`src/hdl/glmd_pkg.sv`:
```
`timescale 1ns / 1ps
// shared types and constants of the grid local minimum detector
package glmd_pkg;

  // input opcodes
  typedef enum logic {
    OP_PIXEL = 1'b0,
    OP_FLUSH = 1'b1
  } glmd_op_e;

  // configuration register indexes
  typedef enum logic {
    REG_GRID_WIDTH  = 1'b0,
    REG_GRID_HEIGHT = 1'b1
  } glmd_reg_e;

  // field widths
  localparam int HEIGHT_W = 4;
  localparam int POS_W    = 7;
  localparam int DIM_W    = 8;
  localparam int RISK_W   = 18;

  // register reset values
  localparam logic [DIM_W-1:0] GRID_WIDTH_RST  = 8'd100;
  localparam logic [DIM_W-1:0] GRID_HEIGHT_RST = 8'd100;

  // saturation limit of the running sum
  localparam logic [RISK_W-1:0] RISK_MAX = '1;

  // queue between front and back
  localparam int Q_DEPTH = 4;
  localparam int Q_AW    = 2;
  localparam int Q_LW    = 3;

  // one cell to be judged, with its neighbours as read from the line buffers
  typedef struct packed {
    logic [POS_W-1:0]    col;
    logic [POS_W-1:0]    row;
    logic                first;
    logic                has_right;
    logic                has_up;
    logic                has_down;
    logic [HEIGHT_W-1:0] down_val;
    logic [HEIGHT_W-1:0] col0_val;
    logic [HEIGHT_W-1:0] up_val;
    logic [HEIGHT_W-1:0] right_val;
    logic                done;
  } glmd_item_t;

endpackage

```
`src/hdl/glmd_ram.sv`:
```
`timescale 1ns / 1ps
// generic single write, single read ram with registered read data
module glmd_ram #(
  parameter int WIDTH = 4,
  parameter int DEPTH = 128
) (
  input  logic                                          clk_i,
  input  logic                                          we_i,
  input  logic [((DEPTH > 1) ? $clog2(DEPTH) : 1)-1:0] waddr_i,
  input  logic [WIDTH-1:0]                              wdata_i,
  input  logic [((DEPTH > 1) ? $clog2(DEPTH) : 1)-1:0] raddr_i,
  output logic [WIDTH-1:0]                              rdata_o
);

  logic [WIDTH-1:0] mem [DEPTH];
  logic [WIDTH-1:0] rdata_q;

  // write port and read-first registered read port
  always_ff @(posedge clk_i) begin
    if (we_i) begin
      mem[waddr_i] <= wdata_i;
    end
    rdata_q <= mem[raddr_i];
  end

  assign rdata_o = rdata_q;

endmodule

```
`src/hdl/glmd_front.sv`:
```
`timescale 1ns / 1ps
// front: accepts items, tracks the raster position, owns the line buffers
module glmd_front #(
  parameter int MAX_WIDTH  = 128,
  parameter int MAX_HEIGHT = 128
) (
  input  logic                                clk_i,
  input  logic                                rst_ni,
  input  logic                                in_valid_i,
  output logic                                in_stall_o,
  input  logic                                opcode_i,
  input  logic [glmd_pkg::HEIGHT_W-1:0]       height_i,
  input  logic                                cfg_we_i,
  input  logic                                cfg_idx_i,
  input  logic [glmd_pkg::DIM_W-1:0]          cfg_wdata_i,
  input  logic [glmd_pkg::Q_LW-1:0]           fifo_level_i,
  output logic                                push_o,
  output glmd_pkg::glmd_item_t                push_item_o
);

  import glmd_pkg::*;

  localparam int XW = (MAX_WIDTH > 1) ? $clog2(MAX_WIDTH) : 1;
  localparam int YW = (MAX_HEIGHT > 1) ? $clog2(MAX_HEIGHT) : 1;

  logic [DIM_W-1:0]    grid_width_q, grid_height_q;
  logic [DIM_W-1:0]    w, hh, hh_m1;
  logic [XW-1:0]       col_cnt_q, flush_idx_q;
  logic [YW-1:0]       row_cnt_q;
  logic                flush_pending_q;
  logic                s1_valid_q, s1_center_q;
  glmd_item_t          s1_item_q, item_d;
  logic [1:0][HEIGHT_W-1:0] col0_q;

  logic                accept, is_flush, pix_take, flush_take, emit;
  logic [XW-1:0]       x, x_plus;
  logic                last_col, last_row, center;
  logic [XW-1:0]       raddr0, raddr1;
  logic [HEIGHT_W-1:0] rdata0, rdata1;
  logic                we0, we1;

  // clamp the configured dimensions to the supported range
  always_comb begin
    if (grid_width_q == '0) begin
      w = DIM_W'(1);
    end else if (16'(grid_width_q) > 16'(MAX_WIDTH)) begin
      w = DIM_W'(MAX_WIDTH);
    end else begin
      w = grid_width_q;
    end
    if (grid_height_q == '0) begin
      hh = DIM_W'(1);
    end else if (16'(grid_height_q) > 16'(MAX_HEIGHT)) begin
      hh = DIM_W'(MAX_HEIGHT);
    end else begin
      hh = grid_height_q;
    end
    hh_m1 = hh - DIM_W'(1);
  end

  // room for this transfer plus the one already in flight
  assign in_stall_o = (32'(fifo_level_i) + 32'(s1_valid_q)) >= Q_DEPTH;

  // classify the transfer
  assign accept     = in_valid_i && !in_stall_o;
  assign is_flush   = (opcode_i == OP_FLUSH);
  assign pix_take   = accept && !is_flush && !flush_pending_q;
  assign flush_take = accept && is_flush && flush_pending_q;
  assign emit       = flush_take || (pix_take && (row_cnt_q != '0));

  assign x        = flush_pending_q ? flush_idx_q : col_cnt_q;
  assign x_plus   = x + XW'(1);
  assign last_col = (16'(x) + 16'd1) == 16'(w);
  assign last_row = (16'(row_cnt_q) + 16'd1) == 16'(hh);
  // line holding the cell to report: previous row for pixels, last row for flush
  assign center   = flush_pending_q ? hh_m1[0] : ~row_cnt_q[0];

  // center line is read one to the right, the other line at the column
  assign raddr0 = center ? x : x_plus;
  assign raddr1 = center ? x_plus : x;
  assign we0    = pix_take && !row_cnt_q[0];
  assign we1    = pix_take && row_cnt_q[0];

  glmd_ram #(.WIDTH(HEIGHT_W), .DEPTH(MAX_WIDTH)) u_upper_line (
    .clk_i   (clk_i),
    .we_i    (we0),
    .waddr_i (col_cnt_q),
    .wdata_i (height_i),
    .raddr_i (raddr0),
    .rdata_o (rdata0)
  );

  glmd_ram #(.WIDTH(HEIGHT_W), .DEPTH(MAX_WIDTH)) u_middle_line (
    .clk_i   (clk_i),
    .we_i    (we1),
    .waddr_i (col_cnt_q),
    .wdata_i (height_i),
    .raddr_i (raddr1),
    .rdata_o (rdata1)
  );

  // item description, registered alongside the read of the line buffers
  always_comb begin
    item_d           = '0;
    item_d.col       = POS_W'(x);
    item_d.first     = (x == '0);
    item_d.has_right = !last_col;
    item_d.col0_val  = col0_q[center];
    if (flush_pending_q) begin
      item_d.row      = POS_W'(hh_m1);
      item_d.has_up   = (hh_m1 != '0);
      item_d.has_down = 1'b0;
      item_d.done     = last_col;
    end else begin
      item_d.row      = POS_W'(row_cnt_q - YW'(1));
      item_d.has_up   = 16'(row_cnt_q) >= 16'd2;
      item_d.has_down = 1'b1;
      item_d.down_val = height_i;
      item_d.done     = 1'b0;
    end
  end

  // configuration, raster counters and flush state
  always_ff @(posedge clk_i or negedge rst_ni) begin
    if (!rst_ni) begin
      grid_width_q    <= GRID_WIDTH_RST;
      grid_height_q   <= GRID_HEIGHT_RST;
      col_cnt_q       <= '0;
      row_cnt_q       <= '0;
      flush_pending_q <= 1'b0;
      flush_idx_q     <= '0;
      s1_valid_q      <= 1'b0;
    end else begin
      s1_valid_q <= emit;
      if (cfg_we_i) begin
        case (cfg_idx_i)
          REG_GRID_WIDTH:  grid_width_q  <= cfg_wdata_i;
          REG_GRID_HEIGHT: grid_height_q <= cfg_wdata_i;
          default:         grid_width_q  <= grid_width_q;
        endcase
        col_cnt_q       <= '0;
        row_cnt_q       <= '0;
        flush_pending_q <= 1'b0;
        flush_idx_q     <= '0;
      end else if (pix_take) begin
        if (last_col) begin
          col_cnt_q <= '0;
          if (last_row) begin
            flush_pending_q <= 1'b1;
            flush_idx_q     <= '0;
          end else begin
            row_cnt_q <= row_cnt_q + YW'(1);
          end
        end else begin
          col_cnt_q <= col_cnt_q + XW'(1);
        end
      end else if (flush_take) begin
        if (last_col) begin
          col_cnt_q       <= '0;
          row_cnt_q       <= '0;
          flush_pending_q <= 1'b0;
          flush_idx_q     <= '0;
        end else begin
          flush_idx_q <= flush_idx_q + XW'(1);
        end
      end
    end
  end

  // first column of each line kept aside for the start of the next row
  always_ff @(posedge clk_i) begin
    if (pix_take && (col_cnt_q == '0)) begin
      col0_q[row_cnt_q[0]] <= height_i;
    end
    if (emit) begin
      s1_item_q   <= item_d;
      s1_center_q <= center;
    end
  end

  // merge read data into the queued item
  always_comb begin
    push_item_o           = s1_item_q;
    push_item_o.right_val = s1_center_q ? rdata1 : rdata0;
    push_item_o.up_val    = s1_center_q ? rdata0 : rdata1;
  end
  assign push_o = s1_valid_q;

  // column counter rests at zero during the flush phase
  assert property (@(posedge clk_i) disable iff (!rst_ni)
    flush_pending_q |-> (col_cnt_q == '0))
    else $error("column counter moved while flushing");

  // a flush before the grid is complete makes no result
  assert property (@(posedge clk_i) disable iff (!rst_ni)
    (in_valid_i && !in_stall_o && is_flush && !flush_pending_q) |=> !s1_valid_q)
    else $error("early flush produced a result");

  // the queue never gets more than it can hold
  assert property (@(posedge clk_i) disable iff (!rst_ni)
    (32'(fifo_level_i) + 32'(s1_valid_q)) <= Q_DEPTH)
    else $error("queue overcommitted");

endmodule

```
`src/hdl/glmd_fifo.sv`:
```
`timescale 1ns / 1ps
// short queue of classified items between front and back
module glmd_fifo (
  input  logic                        clk_i,
  input  logic                        rst_ni,
  input  logic                        push_i,
  input  glmd_pkg::glmd_item_t        push_item_i,
  input  logic                        pop_i,
  output logic                        head_valid_o,
  output glmd_pkg::glmd_item_t        head_item_o,
  output logic [glmd_pkg::Q_LW-1:0]   level_o
);

  import glmd_pkg::*;

  glmd_item_t        slot_q [Q_DEPTH];
  logic [Q_AW-1:0]   wr_ptr_q, rd_ptr_q;
  logic [Q_LW-1:0]   level_q;

  assign head_valid_o = (level_q != '0);
  assign head_item_o  = slot_q[rd_ptr_q];
  assign level_o      = level_q;

  // pointers and fill level
  always_ff @(posedge clk_i or negedge rst_ni) begin
    if (!rst_ni) begin
      wr_ptr_q <= '0;
      rd_ptr_q <= '0;
      level_q  <= '0;
    end else begin
      if (push_i) begin
        wr_ptr_q <= wr_ptr_q + Q_AW'(1);
      end
      if (pop_i) begin
        rd_ptr_q <= rd_ptr_q + Q_AW'(1);
      end
      if (push_i && !pop_i) begin
        level_q <= level_q + Q_LW'(1);
      end else if (pop_i && !push_i) begin
        level_q <= level_q - Q_LW'(1);
      end
    end
  end

  // item storage
  always_ff @(posedge clk_i) begin
    if (push_i) begin
      slot_q[wr_ptr_q] <= push_item_i;
    end
  end

  // no push into a full queue
  assert property (@(posedge clk_i) disable iff (!rst_ni)
    push_i |-> (32'(level_q) < Q_DEPTH) || pop_i)
    else $error("push into full queue");

  // no pop from an empty queue
  assert property (@(posedge clk_i) disable iff (!rst_ni)
    pop_i |-> (level_q != '0))
    else $error("pop from empty queue");

  // pointers agree with the fill level
  assert property (@(posedge clk_i) disable iff (!rst_ni)
    (32'(level_q) < Q_DEPTH) |-> (Q_AW'(wr_ptr_q - rd_ptr_q) == Q_AW'(level_q)))
    else $error("queue pointers out of step");

endmodule

```
`src/hdl/glmd_back.sv`:
```
`timescale 1ns / 1ps
// back: sliding row window, neighbour compares, running sum and output register
module glmd_back (
  input  logic                          clk_i,
  input  logic                          rst_ni,
  input  logic                          restart_i,
  input  logic                          head_valid_i,
  input  glmd_pkg::glmd_item_t          head_item_i,
  output logic                          pop_o,
  output logic                          out_valid_o,
  input  logic                          out_stall_i,
  output logic [glmd_pkg::POS_W-1:0]    col_o,
  output logic [glmd_pkg::POS_W-1:0]    row_o,
  output logic [glmd_pkg::HEIGHT_W-1:0] cell_height_o,
  output logic                          is_low_o,
  output logic [glmd_pkg::RISK_W-1:0]   risk_total_o,
  output logic                          frame_done_o
);

  import glmd_pkg::*;

  logic [HEIGHT_W-1:0] win_mid_q, win_right_q;
  logic [RISK_W-1:0]   risk_q, risk_d;
  logic                out_valid_q;
  logic [POS_W-1:0]    col_q, row_q;
  logic [HEIGHT_W-1:0] height_q;
  logic                low_q, done_q;
  logic [RISK_W-1:0]   risk_out_q;

  logic [HEIGHT_W-1:0] left, mid;
  logic                low;
  logic [RISK_W:0]     sum;

  assign pop_o = head_valid_i && (!out_valid_q || !out_stall_i);

  // neighbour compares for the head item
  always_comb begin
    mid  = head_item_i.first ? head_item_i.col0_val : win_right_q;
    left = win_mid_q;
    low  = 1'b1;
    if (!head_item_i.first && (left <= mid)) begin
      low = 1'b0;
    end
    if (head_item_i.has_right && (head_item_i.right_val <= mid)) begin
      low = 1'b0;
    end
    if (head_item_i.has_up && (head_item_i.up_val <= mid)) begin
      low = 1'b0;
    end
    if (head_item_i.has_down && (head_item_i.down_val <= mid)) begin
      low = 1'b0;
    end
    // saturating running sum of height plus one
    sum = {1'b0, risk_q} + (RISK_W+1)'(mid) + (RISK_W+1)'(1);
    if (!low) begin
      risk_d = risk_q;
    end else if (sum[RISK_W]) begin
      risk_d = RISK_MAX;
    end else begin
      risk_d = sum[RISK_W-1:0];
    end
  end

  // control state: sum and output valid
  always_ff @(posedge clk_i or negedge rst_ni) begin
    if (!rst_ni) begin
      risk_q      <= '0;
      out_valid_q <= 1'b0;
    end else begin
      if (restart_i) begin
        risk_q <= '0;
      end else if (pop_o) begin
        risk_q <= head_item_i.done ? '0 : risk_d;
      end
      if (pop_o) begin
        out_valid_q <= 1'b1;
      end else if (!out_stall_i) begin
        out_valid_q <= 1'b0;
      end
    end
  end

  // window shift and result payload
  always_ff @(posedge clk_i) begin
    if (pop_o) begin
      win_mid_q   <= mid;
      win_right_q <= head_item_i.right_val;
      col_q       <= head_item_i.col;
      row_q       <= head_item_i.row;
      height_q    <= mid;
      low_q       <= low;
      done_q      <= head_item_i.done;
      risk_out_q  <= risk_d;
    end
  end

  assign out_valid_o   = out_valid_q;
  assign col_o         = col_q;
  assign row_o         = row_q;
  assign cell_height_o = height_q;
  assign is_low_o      = low_q;
  assign risk_total_o  = risk_out_q;
  assign frame_done_o  = done_q;

  // the sum starts over after the last cell of a frame
  assert property (@(posedge clk_i) disable iff (!rst_ni)
    (pop_o && head_item_i.done) |=> (risk_q == '0))
    else $error("sum not cleared at end of frame");

  // a cell that is not low leaves the sum alone
  assert property (@(posedge clk_i) disable iff (!rst_ni)
    (pop_o && !low && !head_item_i.done && !restart_i) |=> (risk_q == $past(risk_q)))
    else $error("sum changed on a cell that is not low");

  // the reported total matches the kept sum unless the frame just ended or a restart came
  assert property (@(posedge clk_i) disable iff (!rst_ni)
    (pop_o && !head_item_i.done && !restart_i) |=> (risk_total_o == risk_q))
    else $error("reported total differs from kept sum");

endmodule

```
`src/hdl/grid_local_minimum_detector_unit.sv`:
```
`timescale 1ns / 1ps
// top level of the grid local minimum detector
// Heights enter in raster order, one cell per transfer, and each cell of the previous
// row comes out once its lower neighbour has arrived; flush transfers then emit the last
// row, the final one marked frame_done. The block takes one transfer per clock cycle
// when the output is not stalled; a transfer reaches its result through the registered
// read of the line buffer rams, the queue and the output register. A four-entry queue
// sits between the input side and the result side, so input keeps flowing until the
// queue fills while the output is stalled. The line buffers need no clearing after
// reset. Write the registers only while the block is idle.
module grid_local_minimum_detector_unit #(
  parameter int MAX_WIDTH  = 128,
  parameter int MAX_HEIGHT = 128
) (
  input  logic                          clk_i,
  input  logic                          rst_ni,
  input  logic                          in_valid_i,
  output logic                          in_stall_o,
  input  logic                          opcode_i,
  input  logic [glmd_pkg::HEIGHT_W-1:0] height_i,
  input  logic                          cfg_we_i,
  input  logic                          cfg_idx_i,
  input  logic [glmd_pkg::DIM_W-1:0]    cfg_wdata_i,
  output logic                          out_valid_o,
  input  logic                          out_stall_i,
  output logic [glmd_pkg::POS_W-1:0]    col_o,
  output logic [glmd_pkg::POS_W-1:0]    row_o,
  output logic [glmd_pkg::HEIGHT_W-1:0] cell_height_o,
  output logic                          is_low_o,
  output logic [glmd_pkg::RISK_W-1:0]   risk_total_o,
  output logic                          frame_done_o
);

  import glmd_pkg::*;

  logic              push, pop, head_valid;
  glmd_item_t        push_item, head_item;
  logic [Q_LW-1:0]   level;

  // input side
  glmd_front #(.MAX_WIDTH(MAX_WIDTH), .MAX_HEIGHT(MAX_HEIGHT)) u_front (
    .clk_i        (clk_i),
    .rst_ni       (rst_ni),
    .in_valid_i   (in_valid_i),
    .in_stall_o   (in_stall_o),
    .opcode_i     (opcode_i),
    .height_i     (height_i),
    .cfg_we_i     (cfg_we_i),
    .cfg_idx_i    (cfg_idx_i),
    .cfg_wdata_i  (cfg_wdata_i),
    .fifo_level_i (level),
    .push_o       (push),
    .push_item_o  (push_item)
  );

  // decoupling queue
  glmd_fifo u_fifo (
    .clk_i        (clk_i),
    .rst_ni       (rst_ni),
    .push_i       (push),
    .push_item_i  (push_item),
    .pop_i        (pop),
    .head_valid_o (head_valid),
    .head_item_o  (head_item),
    .level_o      (level)
  );

  // result side
  glmd_back u_back (
    .clk_i         (clk_i),
    .rst_ni        (rst_ni),
    .restart_i     (cfg_we_i),
    .head_valid_i  (head_valid),
    .head_item_i   (head_item),
    .pop_o         (pop),
    .out_valid_o   (out_valid_o),
    .out_stall_i   (out_stall_i),
    .col_o         (col_o),
    .row_o         (row_o),
    .cell_height_o (cell_height_o),
    .is_low_o      (is_low_o),
    .risk_total_o  (risk_total_o),
    .frame_done_o  (frame_done_o)
  );

endmodule
```
`config.mk`:
```
export PLATFORM = sky130hd
export DESIGN_NAME = grid_local_minimum_detector_unit
export DESIGN_NICKNAME = d
export VERILOG_FILES = /design/src/hdl/glmd_pkg.sv /design/src/hdl/glmd_ram.sv /design/src/hdl/glmd_front.sv /design/src/hdl/glmd_fifo.sv /design/src/hdl/glmd_back.sv /design/src/hdl/grid_local_minimum_detector_unit.sv
export SDC_FILE = /design/constraint.sdc
export NUM_CORES = 2
export LEC_CHECK = 0
export CORE_ASPECT_RATIO = 0.6
export CORE_MARGIN = 3
export CORE_UTILIZATION = 35
export DETAILED_ROUTE_END_ITERATION = 7
export DONT_BUFFER_PORTS = 1
export MAX_ROUTING_LAYER = met4
export PLACE_DENSITY_LB_ADDON = 0.15
export SLEW_MARGIN = 20
export SYNTH_ARGS = -nofsm -noshare
export SYNTH_HDL_FRONTEND = slang
export SYNTH_HIERARCHICAL = 1
export SYNTH_SLANG_ARGS = --single-unit
```
`constraint.sdc`:
```
create_clock -name clk_i -period 5.37 [get_ports clk_i]
set_input_delay 1.3425 -clock clk_i [delete_from_list [all_inputs] [get_ports clk_i]]
set_output_delay 1.3425 -clock clk_i [all_outputs]
set_load 0.03 [all_outputs]
```
Word-level counts from Yosys, hierarchy flattened
Memories as Yosys holds them, arrays and structs flattened. A register that Yosys moved wholly into a read port is not among the register bits.
Cells that the tools add are included.
{ "word_totals": {"reg_bits": 143, "ramBits": 1164, "in_bits": 19, "word_cells": 173, "mem_count": 3} }
{ "memory_table": {"columns": ["name", "words", "word_bits", "rd", "rd_clocked_by_memory_dff", "wr", "line_no", "source"], "rows": [
  ["u_front.u_middle_line.mem", 128, 4, 1, 1, 1, "glmd_ram.sv:15", "logic [WIDTH-1:0] mem [DEPTH];"],
  ["u_front.u_upper_line.mem", 128, 4, 1, 1, 1, "glmd_ram.sv:15", null],
  ["u_fifo.slot_q", 4, 35, 1, 0, 1, "glmd_fifo.sv:16", "glmd_item_t slot_q [Q_DEPTH];"]
]} }
{ "op_classes": {"addsub": 15, "n_lt_le_gt_ge": 11, "n_eq_ne": 7, "mux": 58, "bitwise_logic": 2, "reduce_logical": 46} }
{ "ops": {"columns": ["cell", "count"], "rows": [
  ["7-bit two-way mux", 19],
  ["18-bit two-way mux", 5],
  ["16-bit by 8-bit == test with 1-bit output", 2],
  ["32-bit by 3-bit greater-or-equal comparator with 1-bit output (second input constant)", 1],
  ["8-bit two-way mux", 4],
  ["7-bit by 1-bit adder with 7-bit output (second input constant)", 4],
  ["4-bit two-way mux", 6],
  ["18-bit by 4-bit adder with 19-bit output", 1],
  ["19-bit by 1-bit adder with 19-bit output (second input constant)", 1],
  ["1-bit two-way mux", 19],
  ["1-bit logical AND", 17],
  ["7-bit by 1-bit adder with 8-bit output (second input constant)", 2],
  ["8-bit > comparator (second input constant)", 2],
  ["4-bit <= comparator", 4],
  ["8-bit logical NOT", 2],
  ["7-bit logical NOT", 2],
  ["3-bit inequality test (second input constant)", 4],
  ["1-bit logical NOT", 10],
  ["3-bit nonzero test", 3],
  ["8-bit bitwise mux", 1],
  ["4-bit AND reduction", 2],
  ["8-bit nonzero test", 1],
  ["8-bit by 1-bit subtractor with 8-bit output (second input constant)", 1],
  ["7-bit by 2-bit greater-or-equal comparator with 1-bit output (second input constant)", 1],
  ["17 further kinds", 25]
]} }

Longest topological paths before layout
An unclocked memory read counts as a cell.
{ "depth": {"ltp_word": 12, "ltp_mapped": 16, "ltp_nobuf": 12} }

By module
The synthesis kept the hierarchy.
{ "by_module_without_submodules": {"columns": ["mod", "n_inst", "cells_each", "area_per_inst_um2", "seq_area_each_um2"], "rows": [
  ["glmd_ram", 2, 908, 20193.1, 15454.8],
  ["glmd_fifo", 1, 216, 5494.0, 4379.2],
  ["glmd_front", 1, 449, 4455.5, 2034.5],
  ["glmd_back", 1, 285, 3310.7, 1736.7]
]} }

Worst setup path after synthesis
OpenSTA, ideal clock, no wires.
{ "synth_path": {"kind": "in2reg", "startpoint": "input out_stall_i", "endpoint": "register u_back.risk_q[9]", "arrival_time_ns": 6.236, "required_time_ns": 5.304, "path_slack_ns": -0.933, "stages": 4, "n_path_buf": 0, "cell_sequence": "a21boi_0 nand2_1 nor2_1 o221a_2"} }
{ "synth_via": {"elab_chain_cells": 4} }
{ "synth_rtl": {"columns": ["element", "line_no", "source"], "rows": [
  ["start, declared", "grid_local_minimum_detector_unit.sv:25", "input logic out_stall_i,"],
  ["1-bit logical NOT", "glmd_back.sv:34", "assign pop_o = head_valid_i && (!out_valid_q || !out_stall_i);"],
  ["1-bit logical OR", "glmd_back.sv:34", null],
  ["1-bit logical AND", "glmd_back.sv:34", null],
  ["2-bit nonzero test (no source line)", null, null],
  ["end signal, assigned", "glmd_back.sv:73", "risk_q <= head_item_i.done ? '0 : risk_d;"],
  ["end, declared", "glmd_back.sv:23", "logic [RISK_W-1:0] risk_q, risk_d;"]
]} }
Every way passes these cells.
A chain may end at the register's enable or synchronous reset.

Worst setup path after layout
{ "layout_path": {"startpoint": "register u_front.grid_height_q[3]", "endpoint": "register u_front.u_upper_line.rdata_q[2] (netlist: u_front/u_upper_line/rdata_o[2]) (read register of u_front.u_upper_line.mem)"} }
{ "layout_via": {"elab_chain_cells": 6} }
{ "layout_rtl": {"columns": ["element", "line_no", "source"], "rows": [
  ["start, declared", "glmd_front.sv:26", "logic [DIM_W-1:0] grid_width_q, grid_height_q;"],
  ["start signal, assigned", "glmd_front.sv:138", "REG_GRID_HEIGHT: grid_height_q <= cfg_wdata_i;"],
  ["8-bit > comparator", "glmd_front.sv:53", "end else if (16'(grid_height_q) > 16'(MAX_HEIGHT)) begin"],
  ["8-bit two-way mux", "glmd_front.sv:53", null],
  ["8-bit two-way mux (*)", "glmd_front.sv:51", "if (grid_height_q == '0) begin"],
  ["8-bit by 1-bit subtractor with 8-bit output (*)", "glmd_front.sv:58", "hh_m1 = hh - DIM_W'(1);"],
  ["1-bit two-way mux (*)", "glmd_front.sv:76", "assign center = flush_pending_q ? hh_m1[0] : ~row_cnt_q[0];"],
  ["7-bit two-way mux (*)", "glmd_front.sv:79", "assign raddr0 = center ? x : x_plus;"],
  ["named net u_front.raddr0[0]", "glmd_front.sv:38", "logic [XW-1:0] raddr0, raddr1;"],
  ["end, declared", "glmd_ram.sv:16", "logic [WIDTH-1:0] rdata_q;"]
]} }
Mark *: on every way through the listed nets, which the timed path passes. The rest lies on a longest branch.

==> flow_summary.yaml <==
routing:
  drc: 0
  wl_per_cell_um: 26.76
  wirelength_um: 133000
  vias: 27330
  drt_iter0_markers: 3052
  first_pass_iters: 7
  via_per_inst: 5.497
  postRouteAntennaNets: 0
yosys:
  synth_async_sr_flop_share: 0.04947
  yosys_warnings: 6
  synth_top_family_by_area: "multiplexers"
  netlist_area_sq_um: 53650
  synth_cell_types: 84
  synth_cells: 2766
  ys_top_cells_by_area: "edfxtp_1, mux4_2, dfrtp_1"
  synth-compound-area-share: 0.02134
  ys_ff_latch: 1314
  synth_adder_area_share: 0.008909
  synthSimpleGateAreaFrac: 0.05082
  synth_flop_cell: "edfxtp_1"
  synth-edff-count: 1241
  yosysTopAreaCell: "edfxtp_1"
  seq_area_frac_synth: 0.7281
  syn_area_per_cell_sq_um: 19.39
  synth-xor-area-share: 0.007277
  synth_top_area_share: 0.6947
  synthMuxAreaShare: 0.1669
  netlist_top_cells_count: "edfxtp_1, mux4_2, nor2_1"
  syn_nets: 2822
  synth.most_common_cell: "edfxtp_1"
global_route:
  met2_usage: 0.2285
  grt_pass1_vias: 27740
  met3_usage: 0.04200
  top_usage_layer: "met1"
  antenna_found_initial: 3
  grt-ovfl-total: 0
  grt_pass1_wl_um: 197400
  grt_max_degree: 260
  grt_usage: 0.1746
  grt_util_met1: 0.2723
power:
  p_per_area_nw_per_um2: 411.3
  ir_worst_vdd_mv: 0.3022
  p_leak_nw: 18.78
status:
  status: "finished, final reports clean"
clocking:
  postCtsSetupRepairBufs: 0
  clock-sinks: 1314
  cts_buffer_depth: 3
  cts_hold_buffers: 0
  clkTransAtPathRegs_ns: 0.07
  clockRootBuffer: "clkbuf_16"
  clock_latency_ns: 0.77
  cts_buffers: 130
  cts_tree: "yes"
  htreeDepth: 4
layout:
  area_growth_pct: 13.12
  num-nets-final: 2905
  fillers: 13330
  fin_area_sq_um: 60680
  drive_gt1_frac: 0.2469
  multiInputGateArea_sq_um: 13810
  seq_area_sq_um: 39060
job:
  maxCapViolCount: 0
critical_path:
  critPathMaxFanout: 20
  worstRegToRegCells: 14
  rrSetupSlack_ns: 0.17
  required_ns: 6.02
  timing.rr.end: "u_front/u_upper_line/rdata_o[2]"
  r2r_start: "u_front/grid_height_q[3]"
  crit_type: "flop to flop"
  worstPathArrival_ns: 5.85
  crit_path_start_kind: "flop"
  end_kind: "flop"
placement:
  port-buffer-count: 0
  dp_hpwl_um: 82700
  dp_slack_ns: 0.1315
  globalplace.congestion: 0.8623
  post_dp_cell_area_sq_um: 56430
timing:
  final.setup.worst_slack_ns: 0.1742
  final_max_slew_viol_count: 0
  hold_violations: 0
  holdWs_ns: 0.2606
  fin_crit_sh: 0.9676
  period_needed_ns: 5.196
  final-setup-viol-count: 0
  maxSlewHeadroom: 0.2559
  fin_tns_setup_ns: 0
  max_freq_mhz: 192.5
  rsz0062_at_grt: "false"
  clock_skew_ns: 0.03457
  worst_pin_slew_ns: 1.108
die:
  rows: 110
  coreArea_sq_um: 151100
  die_area_sq_um: 158200
  die_height_um: 309.3
  die-width_um: 511.4
  io_pins: 59
  initial_core_util: 0.3550
hold_path:
  min_path_type: "primary input to asynchronous set/reset pin"
[through the flow]
stage               instances  power [mW]  utilization
finish                   4972       24.96       0.4016
global route             4970       26.05       0.4015
CTS                      4968       25.29       0.4011
detailed placement       4732       16.19       0.3734
global placement         4732       16.13       0.3734
floorplan                2766       15.08            -
[registers in the layout (all words and copies together) (netlist names), 7 cells and up]
name,flops
u_front/push_item_o,27
u_front/u_upper_line/mem,512
u_back/risk_q,18
u_front/col_cnt_q,7
u_front/u_middle_line/mem,512
u_front/row_cnt_q,7
u_front/grid_height_q,8
u_front/col0_q,8
u_back/risk_total_o,18
u_fifo/slot_q,140
u_back/col_o,7
u_back/row_o,7
u_front/flush_idx_q,7
u_front/grid_width_q,8
[logic make-up after synthesis]
group / count (synthesis)
multiplexers: 423
buffers and inverters: 192
adder cells (fa/ha/maj): 37
AO/OA/AOI/OAI: 160
XOR/XNOR: 43
flip-flops: 1314
AND/OR/NAND/NOR: 597
[worst max-delay path, stage by stage, from the launching register on]
cell and delay (ns):
dfrtp_1 0.46, or4_4 0.57, or3_4 0.36, a21oi_4 0.23, nand2_1 0.13, o21ai_1 0.19
inv_1 0.15, xnor2_2 0.26, buf_12 0.22, buf_16 0.19, buf_16 0.22, mux4_2 0.59
mux4_2 0.53, mux4_2 0.61, mux2_2 0.31
[what timing repair did]
action	in CTS	in global routing
endpoints found under the setup margin	0	4
endpoints found under the hold margin	0	0
resized for setup	0	2
[placed cells by master (no fill, tap or decap), types with 29 or more instances in the layout]
cell type and count:
buf_4 72, clkbuf_16 135, dfrtp_1 57, edfxtp_1 1241, ha_1 35, inv_1 51
mux2_2 36, mux4_2 364, nand2_1 96, nand3_1 53, nor2_1 308, nor3_1 30
xnor2_1 29
[area by class of cell]
type	count	share of cell area
repair buffers	88	0.01452
flip-flops and latches	1314	0.6437
clock inverters	82	0.01254
inverters	55	0.003546
clock buffers	154	0.05649
diodes	3	0.0001237
well taps	2016	0.04157
multi-input cells	1260	0.2275
[worst max path at each step]
| stage | endpoint | slack, ns | startpoint |
|---|---|---|---|
| 2_1_floorplan | u_fifo/level_o[1] | 0.49 | out_stall_i |
| 3_3_place_gp | u_front/u_upper_line/rdata_o[3] | 0.11 | u_front/grid_height_q[3] |
| 3_5_place_dp | u_front/u_upper_line/rdata_o[2] | 0.13 | u_front/grid_height_q[3] |
| 4_1_cts | u_front/u_upper_line/rdata_o[2] | 0.07 | u_front/grid_height_q[3] |
| 5_1_grt | u_front/u_middle_line/rdata_o[0] | 0.002 | u_front/grid_height_q[3] |
| 6_report | u_front/u_upper_line/rdata_o[2] | 0.17 | u_front/grid_height_q[3] |
[routing by layer]
layer	routed length [um]	vias to the layer above	part of all wire
li1	-	11420	-
met1	65430	14720	0.49
met2	54570	1016	0.41
met3	10940	172	0.082
met4	2086	0	0.016
met5	0	-	0
[where the power goes]
group	internal (mW)	switching [mW]	total, mW
Sequential	11.5	0.456	12.0
Combinational	1.84	2.14	3.98
Clock	5.09	3.91	9.00
Total	18.5	6.51	25.0
Note: power is estimated with default switching activity, not from simulation.
